==> src/rtl/spdc_pkg.sv <==
// Shared types, character codes and conversion functions for the debug command parser.
`default_nettype none
package spdc_pkg;

  localparam int COMMAND_SLOTS_DEF = 4;
  localparam int QUEUE_DEPTH = 2;

  localparam logic [7:0] CHAR_LF = 8'h0A;
  localparam logic [7:0] CHAR_CR = 8'h0D;
  localparam logic [7:0] CHAR_0 = 8'h30;
  localparam logic [7:0] CHAR_9 = 8'h39;
  localparam logic [7:0] CHAR_COLON = 8'h3A;
  localparam logic [7:0] CHAR_UA = 8'h41;
  localparam logic [7:0] CHAR_UC = 8'h43;
  localparam logic [7:0] CHAR_UD = 8'h44;
  localparam logic [7:0] CHAR_UE = 8'h45;
  localparam logic [7:0] CHAR_UF = 8'h46;
  localparam logic [7:0] CHAR_UH = 8'h48;
  localparam logic [7:0] CHAR_UI = 8'h49;
  localparam logic [7:0] CHAR_UL = 8'h4C;
  localparam logic [7:0] CHAR_UO = 8'h4F;
  localparam logic [7:0] CHAR_UR = 8'h52;
  localparam logic [7:0] CHAR_UU = 8'h55;
  localparam logic [7:0] CHAR_UZ = 8'h5A;
  localparam logic [7:0] CHAR_LA = 8'h61;
  localparam logic [7:0] CHAR_LZ = 8'h7A;
  localparam logic [7:0] CASE_OFFSET = 8'h20;

  // One command request handed from the front end to the back end.
  typedef struct packed {
    logic [6:0]      op;
    logic [6:0]      sel;
    logic [6:0]      hi;
    logic [6:0]      lo;
    logic [3:0][7:0] pins;
  } cmd_t;

  typedef enum logic {
    BK_IDLE,
    BK_SEND
  } back_state_t;

  function automatic logic [3:0] hex_to_nib(input logic [6:0] c);
    logic [7:0] w;
    w = {1'b0, c};
    if (w >= CHAR_0 && w <= CHAR_9) begin
      return 4'(w - CHAR_0);
    end else if (w >= CHAR_UA && w <= CHAR_UF) begin
      return 4'(w - CHAR_UA + 8'd10);
    end
    return 4'd0;
  endfunction

  function automatic logic [7:0] nib_to_hex(input logic [3:0] n);
    if (n < 4'd10) begin
      return CHAR_0 + {4'd0, n};
    end
    return CHAR_UA + {4'd0, n} - 8'd10;
  endfunction

  function automatic logic [7:0] err_char(input logic [2:0] i);
    logic [7:0] c;
    unique case (i)
      3'd0: c = CHAR_UE;
      3'd1: c = CHAR_UR;
      3'd2: c = CHAR_UR;
      3'd3: c = CHAR_COLON;
      3'd4: c = CHAR_UU;
      3'd5: c = CHAR_UC;
      3'd6: c = CHAR_LF;
      default: c = CHAR_CR;
    endcase
    return c;
  endfunction

endpackage
`default_nettype wire

==> src/rtl/spdc_front.sv <==
// Front end: classifies received characters, keeps the command store and issues command requests.
`default_nettype none
module spdc_front #(
  parameter int CommandSlots = spdc_pkg::COMMAND_SLOTS_DEF
) (
  input  wire logic          clk,
  input  wire logic          rst,
  input  wire logic          accept,
  input  wire logic [7:0]    rx_char,
  input  wire logic [7:0]    pin_a,
  input  wire logic [7:0]    pin_b,
  input  wire logic [7:0]    pin_c,
  input  wire logic [7:0]    pin_d,
  output logic               push,
  output spdc_pkg::cmd_t     cmd
);
  import spdc_pkg::*;

  localparam int CntW = $clog2(CommandSlots + 1);
  localparam int IdxW = $clog2(CommandSlots);

  logic [6:0]      store [CommandSlots];
  logic [CntW-1:0] fill_count;
  logic            is_eol;
  logic [7:0]      ch;
  logic            keep;

  always_comb begin
    is_eol = (rx_char == CHAR_LF) || (rx_char == CHAR_CR);
    ch = 8'd0;
    if (rx_char >= CHAR_LA && rx_char <= CHAR_LZ) begin
      ch = rx_char - CASE_OFFSET;
    end else if ((rx_char >= CHAR_0 && rx_char <= CHAR_9) ||
                 (rx_char >= CHAR_UA && rx_char <= CHAR_UZ)) begin
      ch = rx_char;
    end
    keep = (ch != 8'd0) && (fill_count < CntW'(CommandSlots));
    push = accept && is_eol && (fill_count != '0);
    cmd.op   = (fill_count > CntW'(0)) ? store[0] : 7'd0;
    cmd.sel  = (fill_count > CntW'(1)) ? store[1] : 7'd0;
    cmd.hi   = (fill_count > CntW'(2)) ? store[2] : 7'd0;
    cmd.lo   = (fill_count > CntW'(3)) ? store[3] : 7'd0;
    cmd.pins = {pin_d, pin_c, pin_b, pin_a};
  end

  always_ff @(posedge clk) begin
    if (rst) begin
      fill_count <= '0;
    end else if (accept) begin
      if (is_eol) begin
        fill_count <= '0;
      end else if (keep) begin
        fill_count <= fill_count + CntW'(1);
      end
    end
  end

  always_ff @(posedge clk) begin
    if (accept && !is_eol && keep) begin
      store[fill_count[IdxW-1:0]] <= ch[6:0];
    end
  end

endmodule
`default_nettype wire

==> src/rtl/spdc_queue.sv <==
// Short request queue between the front end and the back end.
`default_nettype none
module spdc_queue (
  input  wire logic            clk,
  input  wire logic            rst,
  input  wire logic            wr_en,
  input  wire spdc_pkg::cmd_t  wr_data,
  output logic                 full,
  input  wire logic            rd_en,
  output logic                 rd_valid,
  output spdc_pkg::cmd_t       rd_data
);
  import spdc_pkg::*;

  localparam int PtrW = (QUEUE_DEPTH > 1) ? $clog2(QUEUE_DEPTH) : 1;
  localparam int CntW = $clog2(QUEUE_DEPTH + 1);

  cmd_t            entries [QUEUE_DEPTH];
  logic [PtrW-1:0] wr_ptr;
  logic [PtrW-1:0] rd_ptr;
  logic [CntW-1:0] count;

  assign full     = (count == CntW'(QUEUE_DEPTH));
  assign rd_valid = (count != '0);
  assign rd_data  = entries[rd_ptr];

  always_ff @(posedge clk) begin
    if (rst) begin
      wr_ptr <= '0;
      rd_ptr <= '0;
      count  <= '0;
    end else begin
      if (wr_en) begin
        wr_ptr <= (wr_ptr == PtrW'(QUEUE_DEPTH - 1)) ? '0 : wr_ptr + PtrW'(1);
      end
      if (rd_en) begin
        rd_ptr <= (rd_ptr == PtrW'(QUEUE_DEPTH - 1)) ? '0 : rd_ptr + PtrW'(1);
      end
      if (wr_en && !rd_en) begin
        count <= count + CntW'(1);
      end else if (rd_en && !wr_en) begin
        count <= count - CntW'(1);
      end
    end
  end

  always_ff @(posedge clk) begin
    if (wr_en) begin
      entries[wr_ptr] <= wr_data;
    end
  end

endmodule
`default_nettype wire

==> src/rtl/spdc_back.sv <==
// Back end: executes command requests, holds the port registers and sends the reply characters.
`default_nettype none
module spdc_back (
  input  wire logic            clk,
  input  wire logic            rst,
  input  wire logic            q_valid,
  input  wire spdc_pkg::cmd_t  q_data,
  output logic                 q_pop,
  output logic                 out_valid,
  input  wire logic            out_stall,
  output logic [7:0]           reply_char,
  output logic                 reply_last
);
  import spdc_pkg::*;

  back_state_t state;
  back_state_t state_next;
  logic [7:0]  output_regs [4];
  logic [7:0]  direction_regs [4];
  logic [7:0]  reply_byte;
  logic        reply_err;
  logic [2:0]  char_idx;

  logic        out_accept;
  logic [7:0]  op;
  logic [7:0]  sel;
  logic [7:0]  sel_off;
  logic [1:0]  port;
  logic        sel_ad;
  logic        sel_eh;
  logic        sel_il;
  logic        is_read;
  logic        is_write;
  logic [7:0]  exec_byte;

  always_comb begin
    op       = {1'b0, q_data.op};
    sel      = {1'b0, q_data.sel};
    sel_off  = sel - CHAR_UA;
    port     = sel_off[1:0];
    sel_ad   = (sel >= CHAR_UA) && (sel <= CHAR_UD);
    sel_eh   = (sel >= CHAR_UE) && (sel <= CHAR_UH);
    sel_il   = (sel >= CHAR_UI) && (sel <= CHAR_UL);
    is_read  = (op == CHAR_UI);
    is_write = (op == CHAR_UO);
    exec_byte = 8'd0;
    if (is_read) begin
      if (sel_ad) begin
        exec_byte = q_data.pins[port];
      end else if (sel_eh) begin
        exec_byte = direction_regs[port];
      end else if (sel_il) begin
        exec_byte = output_regs[port];
      end
    end else if (is_write) begin
      exec_byte = {hex_to_nib(q_data.hi), hex_to_nib(q_data.lo)};
    end
  end

  always_comb begin
    out_valid  = (state == BK_SEND);
    out_accept = out_valid && !out_stall;
    if (reply_err) begin
      reply_char = err_char(char_idx);
      reply_last = (char_idx == 3'd7);
    end else begin
      unique case (char_idx[1:0])
        2'd0: reply_char = nib_to_hex(reply_byte[7:4]);
        2'd1: reply_char = nib_to_hex(reply_byte[3:0]);
        2'd2: reply_char = CHAR_LF;
        default: reply_char = CHAR_CR;
      endcase
      reply_last = (char_idx[1:0] == 2'd3);
    end
    q_pop      = 1'b0;
    state_next = state;
    unique case (state)
      BK_IDLE: begin
        if (q_valid) begin
          q_pop      = 1'b1;
          state_next = BK_SEND;
        end
      end
      BK_SEND: begin
        if (out_accept && reply_last) begin
          q_pop      = q_valid;
          state_next = q_valid ? BK_SEND : BK_IDLE;
        end
      end
      default: state_next = BK_IDLE;
    endcase
  end

  always_ff @(posedge clk) begin
    if (rst) begin
      state <= BK_IDLE;
    end else begin
      state <= state_next;
    end
  end

  always_ff @(posedge clk) begin
    if (rst) begin
      char_idx <= 3'd0;
      for (int i = 0; i < 4; i++) begin
        output_regs[i]    <= 8'd0;
        direction_regs[i] <= 8'd0;
      end
    end else if (q_pop) begin
      char_idx <= 3'd0;
      if (is_write && sel_ad) begin
        output_regs[port] <= exec_byte;
      end else if (is_write && sel_eh) begin
        direction_regs[port] <= exec_byte;
      end
    end else if (out_accept) begin
      char_idx <= char_idx + 3'd1;
    end
  end

  always_ff @(posedge clk) begin
    if (q_pop) begin
      reply_byte <= exec_byte;
      reply_err  <= !(is_read || is_write);
    end
  end

endmodule
`default_nettype wire

==> src/rtl/serial_port_debug_command_parser_core.sv <==
// Top level of the serial debug command parser: front end, request queue and back end.
//
// The input channel carries one received character together with the sampled levels of
// ports A to D. Letters and digits build a command; CR or LF runs it, using the pin levels
// sampled with that line ending. The output channel carries the reply one character at a
// time, with reply_last on its final character.
// An input request is taken in every cycle while the request queue has room; ordinary
// characters produce no reply. A line ending that runs a command enters the queue; the
// back end pops it once free and registers its send state, from which the first reply
// character is offered. The back end sends one character per cycle unless the receiver
// stalls: a read or write reply has four characters and an error reply eight, counted by
// the character counter. Two commands may wait in the queue while a reply is being sent.
// When the receiver stalls, the current reply character holds and the queue fills; once it
// is full the input channel is stalled in turn.
// Reset empties the command store and the queue and clears all output and direction
// registers; no character is offered until a command has been run.
`default_nettype none
module serial_port_debug_command_parser_core #(
  parameter int CommandSlots = spdc_pkg::COMMAND_SLOTS_DEF
) (
  input  wire logic       clk,
  input  wire logic       rst,
  input  wire logic       in_valid,
  output logic            in_stall,
  input  wire logic [7:0] rx_char,
  input  wire logic [7:0] pin_a,
  input  wire logic [7:0] pin_b,
  input  wire logic [7:0] pin_c,
  input  wire logic [7:0] pin_d,
  output logic            out_valid,
  input  wire logic       out_stall,
  output logic [7:0]      reply_char,
  output logic            reply_last
);
  import spdc_pkg::*;

  logic  in_accept;
  logic  push;
  cmd_t  front_cmd;
  logic  q_full;
  logic  q_valid;
  logic  q_pop;
  cmd_t  q_data;

  assign in_stall  = q_full;
  assign in_accept = in_valid && !in_stall;

  spdc_front #(
    .CommandSlots(CommandSlots)
  ) u_front (
    .clk     (clk),
    .rst     (rst),
    .accept  (in_accept),
    .rx_char (rx_char),
    .pin_a   (pin_a),
    .pin_b   (pin_b),
    .pin_c   (pin_c),
    .pin_d   (pin_d),
    .push    (push),
    .cmd     (front_cmd)
  );

  spdc_queue u_queue (
    .clk      (clk),
    .rst      (rst),
    .wr_en    (push),
    .wr_data  (front_cmd),
    .full     (q_full),
    .rd_en    (q_pop),
    .rd_valid (q_valid),
    .rd_data  (q_data)
  );

  spdc_back u_back (
    .clk        (clk),
    .rst        (rst),
    .q_valid    (q_valid),
    .q_data     (q_data),
    .q_pop      (q_pop),
    .out_valid  (out_valid),
    .out_stall  (out_stall),
    .reply_char (reply_char),
    .reply_last (reply_last)
  );

endmodule
`default_nettype wire

==> config.mk <==
export PLATFORM = sky130hd
export DESIGN_NAME = serial_port_debug_command_parser_core
export DESIGN_NICKNAME = d
export VERILOG_FILES = /design/src/rtl/spdc_pkg.sv /design/src/rtl/spdc_front.sv /design/src/rtl/spdc_queue.sv /design/src/rtl/spdc_back.sv /design/src/rtl/serial_port_debug_command_parser_core.sv
export SDC_FILE = /design/constraint.sdc
export NUM_CORES = 1
export LEC_CHECK = 0
export BUFFER_PORTS_ARGS = -buffer_cell sky130_fd_sc_hd__buf_4
export CAP_MARGIN = 20
export CORE_UTILIZATION = 60
export DETAILED_ROUTE_END_ITERATION = 12
export GPL_TIMING_DRIVEN = 0
export MAX_ROUTING_LAYER = met4
export PLACE_DENSITY_LB_ADDON = 0.25
export SYNTH_ARGS = -nofsm -noshare
export SYNTH_HDL_FRONTEND = slang
export SYNTH_SLANG_ARGS = --single-unit
==> constraint.sdc <==
create_clock -name clk -period 12.6 [get_ports clk]
set_input_delay 0.63 -clock clk [delete_from_list [all_inputs] [get_ports clk]]
set_output_delay 0.63 -clock clk [all_outputs]
set_load 0.005 [all_outputs]
==> flow_summary_export.csv, run 1 <==
group,metric,value,unit
routing,vias_per_cell,6.114,
sta,final-hold-violation-count,0,
floorplanning,rows,48,
clock_network,clk_pin_slew_worst_paths,0.06,ns
routing,drt_first_iter_violations,392,
sta,period_needed,5.060,ns
clock_network,clock_latency,0.51,ns
final_layout,layout-drive-gt1-share,20.07,%
grt,grt-ovfl-total,0,
yosys,async_reset_ff_share,0,%
worst_setup_path,critPathCaptureType,"register",
routing,ant_nets,0,
placement,gp_congestion,0.9213,
sta,slew_headroom,30.80,%
placement,dp_cells,1006,
worst_setup_path,critPathLaunchType,"register",
yosys,yosys.area_share.simple,12.25,%
yosys,syn-num-nets,794,
clock_network,cts_setup_buffers,0,
final_layout,mostFrequentLayoutCells,"edfxtp_1, and2_1, buf_4",
final_layout,layout.nets,876,
pwr,vdd_drop_max,149.2,uV
yosys,netlist_instances,724,
grt,grt_antenna_before_repair,0,
routing,first_pass_iters,5,
clock_network,root_buffer,"clkbuf_16",
worst_setup_path,worstPathArrival,5.27,ns
pwr,power_density,155.3,nW/um^2
yosys,synth_top_family_by_area,"simple AND/OR/NAND/NOR gates",
placement,placed_area,11420,sq um
pwr,power.leakage,0.004208,uW
clock_network,cts_tree,"built",
placement,hpwl,15.33,mm
final_layout,mostFrequentLayoutCell,"edfxtp_1",
grt,track_usage,25.18,%
clock_network,numClockSinks,233,
worst_setup_path,max_stage_delay,0.85,ns
floorplanning,coreArea,17360,sq um
sta,clock_skew,0.01611,ns
floorplanning,die_w,135.5,microns
yosys,synth_ff_type,"edfxtp_1",
routing,vias,6371,
clock_network,cts_buffer_depth,3,
final_layout,finish.instance_area,12060,sq um
yosys,syn_area,10690,sq um
final_layout,n_antenna_cell,0,
floorplanning,die_area,18350,sq um
yosys,synth-xor-area-share,0.7376,%
worst_setup_path,crit_path_cell_trace,"buf_6 -> buf_4 -> buf_4 -> buf_4 -> buf_2 -> mux2i_1 -> ha_1 -> buf_4 -> clkbuf_1 -> clkbuf_1 -> nand2_1 -> o21ai_0 -> buf_2",
floorplanning,die_h,135.5,microns
outcome,status,"finished clean",
grt,grt_pass1_wl,34.08,mm
worst_setup_path,crit_family,"buffers and inverters",
yosys,synth_adder_area_share,3.044,%
sta,tightest_slew,1.027,ns
yosys,synth-seq-cells,233,
clock_network,cts_resized,0,
clock_network,cts_buffers,23,
final_layout,fillers,1125,
grt,grt_max_degree,41,
yosys,yosys_warnings,0,
worst_setup_path,criticalPathCategory,"register to register",
sta,rsz0062_at_grt,"false",
worst_setup_path,cpMostUsedCell,"buf_4",
final_layout,stdcell_count,1042,
sta,post-route-period-util,40.16,%
clock_network,htreeDepth,1,
routing,wl_per_cell,20.41,microns
routing,totalWireLength,21.27,mm
yosys,synth_compound_area_share,7.868,%
worst_setup_path,worstPathMaxFanout,10,
yosys,postSynthAreaPerCell,14.76,sq um
yosys,synth_cell_types,78,
placement,port_buffers,53,
worst_setup_path,crit_buf_inv,9,
final_layout,area_delta_synth_final,12.88,%
yosys,yosysSeqAreaShare,64.35,%
routing,drc_errors,0,
sta,finalSetupViolCount,0,
worst_setup_path,critical_path.slowest_cell,"o21ai_0",
yosys,synth_mux_area_share,9.226,%
final_layout,utilization,69.50,%
grt,grt_pass1_vias,6639,
sta,slew_violations,0,
worst_setup_path,required,12.81,ns
clock_network,cts_hold_buf,0,
hold_path,hold_path.class,"input port to register",
sta,tns,0,ns
flow_run,cap_violations,0,
sta,max_freq,197.6,MHz
yosys,synth_edf_count,221,
floorplanning,ioPinCount,55,
floorplanning,start_util,61.57,%
-- area by class of cell --
cell class	instances	area [sq um]	area share, %
Buffer	27	150.1	1.245
Clock buffer	27	590.6	4.896
Clock inverter	9	47.55	0.3942
Inverter	31	116.4	0.9646
Multi-Input combinational cell	433	3552	29.45
Sequential cell	233	6877	57.01
Tap cell	225	281.5	2.334
Timing Repair Buffer	57	447.9	3.713
-- metrics by stage --
stage	hold slack (ns)	setup WS, ns	total power [uW]
2_1_floorplan	0.4813	7.880	1172
3_3_place_gp	0.4970	6.515	1273
3_5_place_dp	0.5300	7.491	1290
4_1_cts	0.2876	7.472	1884
5_1_grt	0.2879	7.231	1945
6_report	0.3034	7.540	1874
-- where the power goes --
group	leakage (uW)	total (uW)	internal (uW)	switching (uW)
combinational	0.00167	371	160	211
clock	0.000313	599	331	267
sequential	0.00223	904	880	24.5
-- worst paths after layout --
path | start | end | slack (ns) | cells past startpoint
hold reg to reg | u_front.store[3][3] | u_queue.entries[1][35] | 0.55 | 1
hold / removal | pin_a[0] | u_queue.entries[0][0] | 0.30 | 1
setup / recovery | register | u_back.output_regs[0][1] | 7.54 | 13
setup reg to reg | register | u_back.output_regs[0][1] | 7.54 | 13
-- registers in the layout (all words and copies together) (netlist names), named ones only --
signal                 flops
u_back.char_idx            3
u_back.direction_regs     32
u_back.out_valid           1
u_back.output_regs        32
u_back.reply_byte          8
u_back.reply_err           1
u_front.fill_count         3
u_front.store             28
u_queue.count              2
u_queue.entries          120
u_queue.rd_ptr             1
u_queue.wr_ptr             1
-- Yosys cell counts (8+ instances only) --
cell      count  area share (%)
a21oi_1      28             1.3
a221oi_1      8            0.66
and2_1       66             3.9
buf_4         9            0.63
clkbuf_1     10            0.35
dfxtp_1      12             2.2
edfxtp_1    221              62
ha_1         26             3.0
inv_1        31             1.1
mux2_2       11             1.2
mux2i_1      13             1.2
mux4_2       32             6.7
nand2_1      25            0.88
nor2_1       25            0.88
nor2b_1      30             1.8
nor3_1       17            0.80
o21ai_0      20            0.94
-- metal layers --
layer | vias up | global-route usage [%] | routed length, microns | part of all wire (%)
met3 | 47 | 4.227 | 1195 | 5.6
met2 | 200 | 42.39 | 10900 | 51
met4 | 0 | 8.677 | 639 | 3.0
li1 | 2951 | - | - | -
met1 | 3173 | 30.92 | 8538 | 40
met5 | - | - | 0 | 0
-- worst reg2reg max path, cell delays in order, from the launching register on --
cell and delay, ns:
dfxtp_1 0.41, buf_6 0.19, buf_4 0.19, buf_4 0.21, buf_4 0.24, buf_2 0.34, mux2i_1 0.17, ha_1 0.37
buf_4 0.24, clkbuf_1 0.52, clkbuf_1 0.53, nand2_1 0.20, o21ai_0 0.85, buf_2 0.31
-- logic make-up (layout without fill, tap and decap cells) --
kind of cell,Yosys count,in the layout
AOI/OAI and AO/OA,120,120
xor gates and xnor gates,9,9
muxes,57,57
other,1,1
and+or+nand+nor,220,220
adders and majority gates,26,26
DFF,233,233
buffers and inverters,58,151
(Power assumes the default switching activity.)
==> run 2, diff against run 1 <==
--- a/config.mk
+++ b/config.mk
@@ -7,7 +7,7 @@
 export LEC_CHECK = 0
 export BUFFER_PORTS_ARGS = -buffer_cell sky130_fd_sc_hd__buf_4
 export CAP_MARGIN = 20
-export CORE_UTILIZATION = 60
+export CORE_UTILIZATION = 55
 export DETAILED_ROUTE_END_ITERATION = 12
 export GPL_TIMING_DRIVEN = 0
 export MAX_ROUTING_LAYER = met4
==> constraint.sdc (replaced) <==
create_clock -name clk -period 4.62 [get_ports clk]
set_input_delay 0.231 -clock clk [delete_from_list [all_inputs] [get_ports clk]]
set_output_delay 0.231 -clock clk [all_outputs]
set_load 0.005 [all_outputs]
==> flow_summary_export.csv, run 2 (synthesis gave the netlist of run 1 again) <==
group,metric,value,unit
sta,rsz0062_at_grt,"false",
routing,wl_per_cell,20.20,microns
routing,drt_first_iter_violations,634,
sta,max_freq,226.2,MHz
worst_setup_path,rr_worst_depth,13,
routing,totalWireLength,22.54,mm
flow_run,cap_violations,0,
floorplanning,coreArea,18890,sq um
worst_setup_path,cpMostUsedCell,"buf_4",
worst_setup_path,rrSetupSlack,0.20,ns
worst_setup_path,crit_family,"buffers and inverters",
final_layout,area_delta_synth_final,18.65,%
floorplanning,rows,50,
sta,slew_headroom,39.04,%
worst_setup_path,worstPathMaxFanout,19,
grt,grt_antenna_before_repair,0,
final_layout,top_regs,"u_queue.entries: 120 flops, u_back.direction_regs: 32 flops, u_back.output_regs: 32 flops",
worst_setup_path,max_stage_delay,0.48,ns
worst_setup_path,critPathCaptureType,"register",
final_layout,regMostFlops,"u_queue.entries",
hold_path,hold_path_end,"u_back.char_idx[2]",
final_layout,utilization,67.11,%
pwr,total_power,5548,uW
final_layout,layout.nets,909,
floorplanning,die_area,19990,sq um
worst_setup_path,worstPathArrival,4.67,ns
clock_network,clock_latency,0.52,ns
floorplanning,die_w,141.4,microns
grt,grt_pass1_wl,35.76,mm
routing,ant_nets,0,
worst_setup_path,required,4.87,ns
final_layout,largest_reg_flops,120,
pwr,vdd_drop_max,385.9,uV
clock_network,htreeDepth,1,
routing,drc_errors,0,
final_layout,mostFrequentLayoutCells,"edfxtp_1, and2_1, buf_4",
floorplanning,die_h,141.4,microns
worst_setup_path,crit_buf_inv,7,
clock_network,cts_buffer_depth,3,
clock_network,root_buffer,"clkbuf_16",
grt,track_usage,24.18,%
grt,grt_pass1_vias,6775,
clock_network,clk_pin_slew_worst_paths,0.06,ns
placement,port_buffers,53,
hold_path,hold_path.class,"input port to register",
final_layout,layout-drive-gt1-share,20.91,%
sta,tns,0,ns
routing,first_pass_iters,5,
grt,grt_max_degree,42,
clock_network,numClockSinks,233,
final_layout,fillers,1348,
sta,tightest_slew,0.9075,ns
grt,grt-ovfl-total,0,
routing,vias_per_cell,5.832,
hold_path,hold_path_depth,4,
final_layout,seq_area,6877,sq um
sta,hold_ws,0.1013,ns
sta,clock_skew,0.009147,ns
worst_setup_path,r2r-end,"u_back.direction_regs[2][3]",
worst_setup_path,criticalPathCategory,"register to register",
worst_setup_path,critical_path.slowest_cell,"dfxtp_1",
routing,vias,6509,
worst_setup_path,crit_cells,13,
placement,hpwl,15.26,mm
sta,period_needed,4.420,ns
worst_setup_path,crit_path_cell_trace,"buf_6 -> buf_4 -> buf_4 -> buf_4 -> buf_2 -> mux2i_1 -> ha_1 -> buf_4 -> clkbuf_2 -> mux4_2 -> a221oi_1 -> o22ai_1 -> nor2b_1",
final_layout,n_antenna_cell,0,
clock_network,cts_tree,"built",
sta,slew_violations,0,
sta,post-route-period-util,95.67,%
clock_network,cts_buffers,24,
floorplanning,ioPinCount,55,
pwr,power.leakage,0.004456,uW
sta,finalSetupViolCount,0,
outcome,status,"finished clean",
placement,gp_congestion,0.9023,
pwr,power_density,437.6,nW/um^2
worst_setup_path,critPathLaunchType,"register",
floorplanning,start_util,56.56,%
final_layout,mostFrequentLayoutCell,"edfxtp_1",
hold_path,min_from,"out_stall",
sta,final-hold-violation-count,0,
final_layout,multiInputGateArea,3586,sq um
==> run 2: cell types whose count changed in the layout (fill, tap and decap cells not counted), moves of 2 or more <==
cell / change
buf_2: -2
buf_4: +2
bufinv_16: +5
clkbuf_1: -5
clkbuf_16: +2
clkbuf_2: +2
dlygate4sd3_1: +33
o22ai_1: -2
o22ai_2: +2
==> run 2: worst max-delay path by stage <==
| stage | to | slack [ns] |
|---|---|---|
| after floorplan | u_queue.entries[0][0] | 0.27 |
| after global placement | u_queue.entries[0][22] | -1.09 |
| after detailed placement | u_back.direction_regs[2][0] | -0.51 |
| after CTS | u_back.direction_regs[1][2] | 0.13 |
| after global routing | u_back.output_regs[0][3] | 0.02 |
| final | u_back.direction_regs[2][3] | 0.20 |
==> run 2: timing repair <==
| item | CTS | global route |
|---|---|---|
| endpoints found under the hold margin | 65 | 0 |
| buffers inserted | 0 | 0 |
| hold buffers | 33 | 0 |
| gates cloned | 0 | 0 |
| setup endpoints to repair | 92 | 45 |
| gates resized for setup | 3 | 4 |
==> run 2: final cells by class <==
class                           instances  area share [%]
Inverter                               31          0.9177
Clock inverter                         16           1.658
Tap cell                              260           2.566
Buffer                                 26           1.174
Multi-Input combinational cell        433           28.28
Sequential cell                       233           54.23
Timing Repair Buffer                   90           6.177
Clock buffer                           27           4.993
==> run 2: routing by layer <==
layer  vias up  track usage, %  share of wire (%)
met2       233           41.40                 52
li1       3030               -                  -
met4         0           7.810                2.6
met3        56           4.050                5.7
met5         -               -                  0
met1      3190           29.45                 40
==> run 2: power breakdown <==
group	switching [uW]	leakage, uW	internal [uW]	total, uW
Combinational	580	0.00182	456	1040
Clock	781	0.000410	1260	2040
Sequential	68.2	0.00223	2400	2470
==> run 2: per-stage QoR <==
| stage | worst slack [ns] | cells | area [sq um] |
|---|---|---|---|
| final | 0.2001 | 1116 | 12680 |
| after global routing | 0.01552 | 1116 | 12680 |
| after CTS | 0.1280 | 1116 | 12650 |
| after detailed placement | -0.5075 | 1041 | 11470 |
| after global placement | -1.090 | 1037 | 11410 |
| after floorplan | 0.2677 | 724 | 10690 |
==> run 2: worst min-delay path: stages <==
cell and delay [ns]:
buf_4 0.08, nor2b_1 0.08, nor2_1 0.10, a2111oi_0 0.07
